## config.mk

```make
export PLATFORM = sky130hd
export DESIGN_NAME = ste_ram
export DESIGN_NICKNAME = d
export VERILOG_FILES = /design/src/hdl/ste_ram.sv
export SDC_FILE = /design/constraint.sdc
export NUM_CORES = 1
export LEC_CHECK = 0
export BUFFER_PORTS_ARGS = -buffer_cell sky130_fd_sc_hd__buf_2
export CELL_PAD_IN_SITES_DETAIL_PLACEMENT = 1
export CELL_PAD_IN_SITES_GLOBAL_PLACEMENT = 1
export CORE_MARGIN = 5
export CORE_UTILIZATION = 30
export DETAILED_ROUTE_END_ITERATION = 7
export GPL_ROUTABILITY_DRIVEN = 0
export PLACE_DENSITY = 0.51
export SETUP_SLACK_MARGIN = 0.02
export SLEW_MARGIN = 40
export SYNTH_ARGS = -nofsm -noshare
export SYNTH_HDL_FRONTEND = slang
export SYNTH_SLANG_ARGS = --single-unit
```

## constraint.sdc

```tcl
create_clock -name clk -period 5.3 [get_ports clk]
set_input_delay 0.265 -clock clk [delete_from_list [all_inputs] [get_ports clk]]
set_output_delay 0.265 -clock clk [all_outputs]
set_load 0.005 [all_outputs]
```

## src/hdl/ste_ram.sv

```systemverilog
// Generic single-clock RAM, one write port and one registered read port.
`default_nettype none

module ste_ram #(
	parameter int WIDTH = 8,
	parameter int DEPTH = 32
) (
	input  wire logic                                   clk,
	input  wire logic                                   we,
	input  wire logic [((DEPTH > 1) ? $clog2(DEPTH) : 1)-1:0] waddr,
	input  wire logic [WIDTH-1:0]                       wdata,
	input  wire logic                                   re,
	input  wire logic [((DEPTH > 1) ? $clog2(DEPTH) : 1)-1:0] raddr,
	output logic      [WIDTH-1:0]                       rdata
);

	logic [WIDTH-1:0] mem_q [DEPTH];

	always_ff @(posedge clk) begin
		if (we) begin
			mem_q[waddr] <= wdata;
		end
		if (re) begin
			rdata <= mem_q[raddr];
		end
	end

endmodule

`default_nettype wire

```

==> results by group <==
Status
  – Status: finished clean

Critical path
  – Req. time, crit path: 5570 ps
  – Crit path kind: in2reg
  – CP arrival: 2570 ps
  – Crit path launch type: input port
  – CP Capture Type: flip-flop
  – Top cell by count, worst path: mux4_2
  – Crit-path cells: buf_6, buf_4, mux4_2, mux4_2, mux2_2
  – Crit path to: rdata[1]
  – Critical path buffers and inverters: 2
  – R2R Path Start: mem_q[5][0]
  – Levels on crit path: 5
  – Reg2reg end: rdata[0]
  – Slowest-stage cell, CP: mux4_2
  – Top delay family on crit path: multiplexers
  – R2R cell count: 3
  – Crit path launch: raddr[0]
  – CP max FO: 48
  – Worst path max stage delay: 560 ps
  – R2r setup slk: 3340 ps

Synthesis
  – Synth top area share: 78.2%
  – Mean Syn Cell Area: 24.3 um^2
  – Ys Warns: 0
  – Syn Inst Count: 417
  – Synth area leaders: edfxtp_1 78%, mux4_2 18%, nor2_1 1.2%, mux2_2 0.89%, buf_4 0.44%
  – Post-synth top area cell: edfxtp_1
  – Seq/Total Area, Yosys: 78.2%
  – Number of distinct library cells after synthesis: 14
  – Yosys reg bits: 264
  – Post-Synthesis Net Count: 438
  – Synthesized area: 10,100 um^2

Routing
  – WL/cell: 23.2 um
  – First-pass iteration count of the detailed router: 4
  – Vias: 4,279
  – Initial DRC Count: 276
  – Vias per cell: 4.64
  – Post-route ant nets: 0
  – Final wirelength: 21,400 um
  – DRC violations left: 0

Clock network
  – Sink Count: 264
  – Post-CTS Setup Inserts: 0
  – CTS Root Cell: clkbuf_16
  – Num CTS Buffers: 26
  – Clock buffer depth: 3
  – Post-CTS sizing: 0
  – # hold bufs at CTS: 0
  – Clock Latency Late Sink: 520 ps
  – Clock Pin Slew Worst Setup and Hold Paths: 70 ps
  – CTS tree: yes
  – CTS H-tree lvls: 1

GRT
  – GRT Total Usage: 11.3%
  – GR Overflow Total: 0
  – Initial antenna violation count: 1
  – First-pass GRT wire length: 31,800 um
  – Vias in the first global route: 4,579
  – Largest net degree at the start of global routing: 49

Timing
  – Max Freq: 435 MHz
  – RSZ-0062 raised after global routing: no
  – Slew Limit Fails: 0
  – Worst Skew: 12.0 ps
  – Post-route setup TNS: 0 ps
  – Final Critical Period: 2300 ps
  – Setup slack after layout: 3000 ps
  – Hold Vio Cnt, Final: 0
  – Slew @ Worst Pin: 825 ps
  – Crit share post-route: 43.4%
  – Slew margin rel.: 44.8%
  – Setup violators final: 0

Floorplan
  – Die Height: 194 um
  – Row cnt: 67
  – Die X: 194 um
  – Ports: 29
  – Area of the core: 33,400 um^2
  – Initial core utilization: 30.3%
  – Die Footprint: 37,600 um^2

Place
  – Buffers on Ports: 28
  – Cell Count Post-Placement: 875
  – Pre-CTS setup slack: 2390 ps
  – Final HPWL DP: 14,200 um

Min path
  – Hold Crit Start: re
  – Hold Crit Class: in2reg

Final layout
  – Util after Layout: 34.7%
  – Fillers: 3,205
  – Nets: 476
  – Area delta synth->final: 14.6%
  – Post-route insts no fill: 923
  – Ant diodes: 0
  – Layout cell share with drive strength beyond 1: 36.2%

Power and ir drop
  – Pwr Total: 4.34 mW
  – Leak: 3.51 nW
  – Worst vdd ir: 0.234 mV
  – PwrDens: 374 nW/um^2

Job
  – Max Cap Viol: 0
==> layer usage <==
metal / global-route usage [%] / vias to the layer above / part of all wire [%]
li1: - / 1863 / -
met1: 16.4 / 2262 / 45
met2: 17.7 / 124 / 47
met3: 2.14 / 28 / 6.0
met4: 2.75 / 2 / 1.8
met5: 0 / - / 0.033
==> flip-flops by register name, indices dropped and copies added, names as in the netlist <==
signal,flops
mem_q,256
rdata,8
==> stage by stage <==
step	instance area, um^2	hold slack, ps
2_1_floorplan	10100	364
3_3_place_gp	10700	635
3_5_place_dp	10800	637
4_1_cts	11600	82.2
5_1_grt	11600	86.1
6_report	11600	100
==> area by class of cell <==
type	instances	area (um^2)	share of cell area (%)
clock buffer	30	687	5.91
tap	448	561	4.83
timing repair buffer	30	164	1.41
multi-input combinational	133	2130	18.3
sequential	264	7930	68.2
clock inverter	18	150	1.29
==> synthesized netlist by cell type <==
cell,instances
nand3b_1,5
buf_1,6
or3_1,1
or3b_2,3
mux2_2,8
buf_4,6
nor2_1,33
nand3_1,2
clkbuf_1,6
nand2_1,1
buf_6,1
edfxtp_1,264
mux4_2,80
buf_2,1
==> power breakdown <==
group          internal (mW)  switching, mW
Sequential              2.33         0.0114
Combinational         0.0896          0.121
Clock                   1.03          0.761
Total                   3.45          0.893
==> placed cells by master (no fill, tap or decap), drive strengths merged <==
cell type and instances:
or3b 3, nand3 2, nand2 1, edfxtp 264, mux4 80, clkbuf 30, clkinvlp 2, inv 2
clkinv 12, buf 30, bufinv 2, mux2 8, or3 1, nor2 33, nand3b 5
==> cell families after synthesis <==
kind of cell | synth area share (%)
and+or+nand+nor | 2.05
muxes | 18.7
buffers and inverters | 1.05
DFF | 78.2
==> worst min path at each step <==
stage	to	slack [ps]	depth (start not counted)
after global placement	rdata[5]	640	1
after CTS	rdata[2]	80	1
after floorplan	mem_q[0][0]	360	0
final	rdata[2]	100	1
after global routing	rdata[2]	90	1
after detailed placement	rdata[5]	640	1
Note: power is estimated with default switching activity, not from simulation.
