## config.mk

```make
export PLATFORM = sky130hd
export DESIGN_NAME = ste_alloc
export DESIGN_NICKNAME = d
export VERILOG_FILES = /design/src/hdl/ste_pkg.sv /design/src/hdl/ste_alloc.sv
export SDC_FILE = /design/constraint.sdc
export NUM_CORES = 1
export LEC_CHECK = 0
export ABC_AREA = 1
export BUFFER_PORTS_ARGS = -buffer_cell sky130_fd_sc_hd__buf_2
export CORE_MARGIN = 10
export CORE_UTILIZATION = 35
export CTS_CLUSTER_SIZE = 40
export DETAILED_ROUTE_END_ITERATION = 10
export PLACE_DENSITY = 0.53
export SETUP_SLACK_MARGIN = 0.05
export SLEW_MARGIN = 20
export SYNTH_ARGS = -nofsm -noshare
export SYNTH_HDL_FRONTEND = slang
export SYNTH_SLANG_ARGS = --single-unit
export TNS_END_PERCENT = 20
```

## constraint.sdc

```tcl
create_clock -name clk -period 4.77 [get_ports clk]
set_input_delay 0 -clock clk [delete_from_list [all_inputs] [get_ports clk]]
set_output_delay 0 -clock clk [all_outputs]
set_load 0.01 [all_outputs]
```

## src/hdl/ste_pkg.sv

```systemverilog
// Shared types and constants for the semaphore table engine.
`default_nettype none

package ste_pkg;

	localparam int NUM_SEMS    = 32;
	localparam int MAX_WAITERS = 16;
	localparam int PID_BITS    = 8;

	localparam int SEM_IDX_W  = (NUM_SEMS > 1) ? $clog2(NUM_SEMS) : 1;
	localparam int DEPTH_W    = $clog2(MAX_WAITERS + 1);
	localparam int STK_DEPTH  = NUM_SEMS * MAX_WAITERS;
	localparam int STK_ADDR_W = (STK_DEPTH > 1) ? $clog2(STK_DEPTH) : 1;

	localparam logic signed [15:0] CNT_MIN = 16'sh8000;
	localparam logic signed [15:0] CNT_MAX = 16'sh7FFF;

	localparam logic [1:0] ST_OK      = 2'd0;
	localparam logic [1:0] ST_NO_FREE = 2'd1;
	localparam logic [1:0] ST_FULL    = 2'd2;

	typedef enum logic [1:0] {
		OP_ALLOC   = 2'd0,
		OP_RELEASE = 2'd1,
		OP_WAIT    = 2'd2,
		OP_SIGNAL  = 2'd3
	} ste_op_t;

	typedef struct packed {
		ste_op_t           opcode;
		logic [4:0]        sem_id;
		logic signed [15:0] init_value;
		logic [7:0]        caller_pid;
	} ste_cmd_t;

	typedef struct packed {
		logic [1:0] status;
		logic [4:0] granted_id;
		logic       must_block;
		logic       woken_valid;
		logic [7:0] woken_pid;
		logic       last;
	} ste_rsp_t;

	typedef struct packed {
		logic signed [15:0] count;
		logic [DEPTH_W-1:0] depth;
	} ste_meta_t;

	typedef struct packed {
		logic                 set;
		logic                 clr;
		logic [SEM_IDX_W-1:0] idx;
	} ste_slot_op_t;

	typedef struct packed {
		logic                 found;
		logic [SEM_IDX_W-1:0] idx;
	} ste_free_t;

endpackage

`default_nettype wire

```

## src/hdl/ste_alloc.sv

```systemverilog
// Slot in-use flags and lowest-free-slot finder.
`default_nettype none

module ste_alloc
	import ste_pkg::*;
(
	input  wire logic         clk,
	input  wire logic         arst_n,
	input  wire ste_slot_op_t slot_op,
	output ste_free_t         free
);

	logic [NUM_SEMS-1:0] in_use_q;

	always_ff @(posedge clk or negedge arst_n) begin
		if (!arst_n) begin
			in_use_q <= '0;
		end else if (slot_op.set) begin
			in_use_q[slot_op.idx] <= 1'b1;
		end else if (slot_op.clr) begin
			in_use_q[slot_op.idx] <= 1'b0;
		end
	end

	always_comb begin
		free = '0;
		for (int i = NUM_SEMS - 1; i >= 0; i--) begin
			if (!in_use_q[i]) begin
				free.found = 1'b1;
				free.idx   = SEM_IDX_W'(i);
			end
		end
	end

endmodule

`default_nettype wire

```

==> metrics.md <==
| Metric | Value |
|---|---|
| Period utilization | `49.81%` |
| R2R setup slack | `roughly 4.0 ns` |
| DR pass1 iterations | `4` |
| TritonCTS clock tree | `done` |
| Adder and majority cell fraction of the synthesized area | `0%` |
| Share of final-layout standard cells stronger than drive strength 1 | `between 10 and 15%` |
| Clock Tree Root | `sky130_fd_sc_hd__clkbuf_8` |
| P&R area growth vs syn | `14.94%` |
| Per-cell via count in the routed design | `~5.2` |
| Detailed-route wire length | `approximately 4000 microns` |
| Fin area | `approximately 1900 sq um` |
| Detailed-route wire length per cell | `between 10 and 15 microns` |
| Remaining Overflow, GRT | `0` |
| Total leakage power | `0.0008575 uW` |
| Slowest cell on the critical path | `sky130_fd_sc_hd__dfrtp_1` |
| Depth of the worst register-to-register path | `2` |
| Routability Congestion | `about 0.75` |
| Total die area | `7830 sq um` |
| CORE AREA | `around 4400 sq um` |
| Startpoint type of the worst setup path | `register` |
| Dominant combinational cell family by area after synthesis | `simple AND/OR/NAND/NOR gates` |
| Most used cell along the critical path | `sky130_fd_sc_hd__nand2_1` |
| Unique cell type count in the Yosys netlist | `14` |
| Cells taking the most area after synthesis | `sky130_fd_sc_hd__dfrtp_1 (49%), sky130_fd_sc_hd__nand2_1 (14%), sky130_fd_sc_hd__a31oi_1 (9.5%)` |
| Crit path capture type | `primary output` |
| Clk network pwr share | `27.2%` |
| HP Start | `slot_op[2]` |
| Maximum number of pins on one net before global-route repair | `33` |
| Clock net sink count | `32` |
| CTS clk-pin slew, worst paths | `~0.06 ns` |
| Count of final max-slew check failures | `0` |
| Pwr per Cell Area | `431.6 nW/um^2` |
| Area share of and/or/nand/nor cells after synthesis | `between 20% and 30%` |
| Number of instances on the worst hold path | `4` |
| GRT Total Usage | `a little under an eighth` |
| # resized after CTS | `0` |
| # diodes | `0` |
| Count of nets left with antenna violations after detail routing | `0` |
| Post-synthesis cell type with the largest combined area | `sky130_fd_sc_hd__dfrtp_1` |
| Max Clock Freq | `approximately 420 MHz` |
| Standard cell area after detailed placement | `around 1800 sq um` |
| Switching fraction of total power | `roughly a third` |
| Class of the most critical hold timing path | `input port to register` |
| Total count of hold-check failures in the final report | `0` |
| Violation count after the first detailed-route iteration | `58` |
| Run status | `finished, final reports clean` |
| Total of endpoints with negative setup slack in the final report | `0` |
| Clock latency on the worst-skew pair | `approximately 0.28 ns` |
| Number of warnings reported in the yosys synthesis log | `0` |
| Post-CTS setup buffer count | `0` |
| Shortest clock period the worst path allows after layout | `roughly 2.4 ns` |
| Global-route wire length before repair | `6969 microns` |
| Area share of xor/xnor cells in the synthesized design | `0%` |
| Input/output buffers | `14` |
| FF+latch count, synth | `32` |
| Worst Clk Skew | `0 ns` |
| Post-synthesis instance area | `around 1600 sq um` |
| Post-synthesis sequential area ratio | `48.78%` |
| Internal power contribution | `roughly 550 uW` |
| Layout net count | `roughly 250` |
| Number of antenna violations at the first check in global routing | `0` |
| Transition time at the pin with the least slew margin | `0.9247 ns` |
| Synthesized Nets | `around 230` |
| Chip Width | `around 88 microns` |
| P_sw | `approximately 260 uW` |
| Combinational share of power | `24.5%` |
| Post-Syn Instances | `around 220` |
| Compound-gate portion of the synthesized area | `around 22%` |
| Multiplexer share of the synthesized area | `0%` |
| Via count of the first global-routing pass | `roughly 1,500` |
| Critical path's largest stage delay | `0.40 ns` |
| IR Drop Worst-Case VDD | `about 0.12 mV` |
| Via count of the routed design | `about 1,500` |
| Remaining design rule violation count | `0` |
| Post-DP HPWL | `approximately 2800 microns` |
| Number of buffers between clock root and the deepest sink | `2` |
| TNS Setup | `0 ns` |
| Area fraction of the dominant cell type after synthesis | `48.78%` |
| Cts bufs inserted | `5` |
| Number of H-tree branching levels | `2` |
| Worst Setup Path Type | `register to primary output` |
| Worst slew margin relative to its limit | `a little under two fifths` |
| Num rows | `24` |
| Mean cell area of the mapped netlist | `~7.5 sq um` |
| Crit path max fanout | `3` |
| Critical path data arrival time | `2.38 ns` |
| Height of the die | `around 90 microns` |
| IO Count | `15` |
| Final-layout fill cell count | `between 400 and 500` |
| RSZ-0062 raised after global routing | `false` |
| Count of maximum capacitance violations | `0` |
| Data required time of the critical path | `about 4.8 ns` |
| Starting density of the core | `between 30% and 40%` |
| Sequential cell fraction of total power | `around 48%` |
## cell type report
cell class | instances | area (sq um) | area share [%]
Sequential cell | 32 | 800.8 | 42.44
Multi-Input combinational cell | 162 | 750.7 | 39.79
Clock buffer | 7 | 96.34 | 5.106
Timing Repair Buffer | 19 | 110.1 | 5.836
Inverter | 17 | 63.81 | 3.382
Tap cell | 52 | 65.06 | 3.448
## metal layers
layer	share of wire, %	GRT usage, %	vias up
met3	5.1	3.768	4
met2	48	19.29	18
met1	46	13.38	702
li1	-	-	782
met5	0	0	-
met4	0.83	3.524	0
## Yosys cell counts
library cell	instances
sky130_fd_sc_hd__nor4_1	1
sky130_fd_sc_hd__nand3_1	1
sky130_fd_sc_hd__a21boi_0	1
sky130_fd_sc_hd__nor3_1	15
sky130_fd_sc_hd__inv_1	17
sky130_fd_sc_hd__nand2_1	62
sky130_fd_sc_hd__o21ai_0	11
sky130_fd_sc_hd__a21oi_2	1
sky130_fd_sc_hd__clkbuf_1	7
sky130_fd_sc_hd__nand4_1	1
sky130_fd_sc_hd__a31oi_1	25
sky130_fd_sc_hd__nor2_1	18
sky130_fd_sc_hd__a21oi_1	26
sky130_fd_sc_hd__dfrtp_1	32
## power by group through the flow
stage                     logic [uW]  clock network [uW]  registers (uW)
after floorplan                  155                   0             383
after global placement           198                   0             398
after detailed placement         201                   0             397
after CTS                        202                 231             393
after global routing             238                 245             407
final                            199                 222             393
## how the worst max path moves through the flow
stage	start	endpoint	slack (ns)	cells past startpoint
3_3_place_gp	register	free[0]	2.67	32
5_1_grt	register	free[0]	2.01	32
3_5_place_dp	register	free[0]	2.69	32
6_report	register	free[0]	2.39	32
4_1_cts	register	free[0]	2.36	32
2_1_floorplan	register	free[0]	2.95	31
## repair_timing
| action | CTS | global route |
|---|---|---|
| endpoints found under the hold margin | 32 | 0 |
| endpoints found under the setup margin | 0 | 0 |
| hold buffers | 1 | 0 |
## cells by family (layout without fill, tap and decap cells)
family | after synthesis | count (layout)
buffers and inverters | 24 | 43
DFF | 32 | 32
and+or+nand+nor | 98 | 98
AOI/OAI and AO/OA | 64 | 64
## stage by stage
stage	power (uW)	util (%)	setup slack [ns]	instances	hold slack (ns)
final	814.4	42.46	2.394	289	0.1512
after floorplan	538.2	-	2.951	218	-0.2956
after global routing	889.9	42.46	2.008	289	0.1891
after CTS	826.2	42.46	2.356	289	0.1475
after detailed placement	598.6	40.06	2.690	281	0.1074
after global placement	596.7	40.06	2.672	281	0.1117
## layout by cell type, fill, tap and decap left out
cell type / synthesis / final
sky130_fd_sc_hd__a31oi_1: 25 / 25
sky130_fd_sc_hd__buf_2: 0 / 14
sky130_fd_sc_hd__nor3_1: 15 / 15
sky130_fd_sc_hd__a21oi_1: 26 / 26
sky130_fd_sc_hd__o21ai_0: 11 / 11
sky130_fd_sc_hd__inv_1: 17 / 17
sky130_fd_sc_hd__clkbuf_8: 0 / 7
sky130_fd_sc_hd__a21oi_2: 1 / 1
sky130_fd_sc_hd__dlygate4sd3_1: 0 / 1
sky130_fd_sc_hd__a21boi_0: 1 / 1
sky130_fd_sc_hd__nand4_1: 1 / 1
sky130_fd_sc_hd__dfrtp_1: 32 / 32
sky130_fd_sc_hd__nand3_1: 1 / 1
sky130_fd_sc_hd__nor2_1: 18 / 18
sky130_fd_sc_hd__nand2_1: 62 / 62
sky130_fd_sc_hd__nor4_1: 1 / 1
sky130_fd_sc_hd__buf_4: 0 / 4
## worst max-delay path: cells and delay by family (launching register included)
| family | cells | cell delay [ns] |
|---|---|---|
| buffers and inverters | 2 | 0.19 |
| AO/OA/AOI/OAI | 1 | 0.10 |
| flip-flops | 1 | 0.40 |
| AND/OR/NAND/NOR | 29 | 1.39 |
No activity file was read; power rests on OpenSTA's default activity.
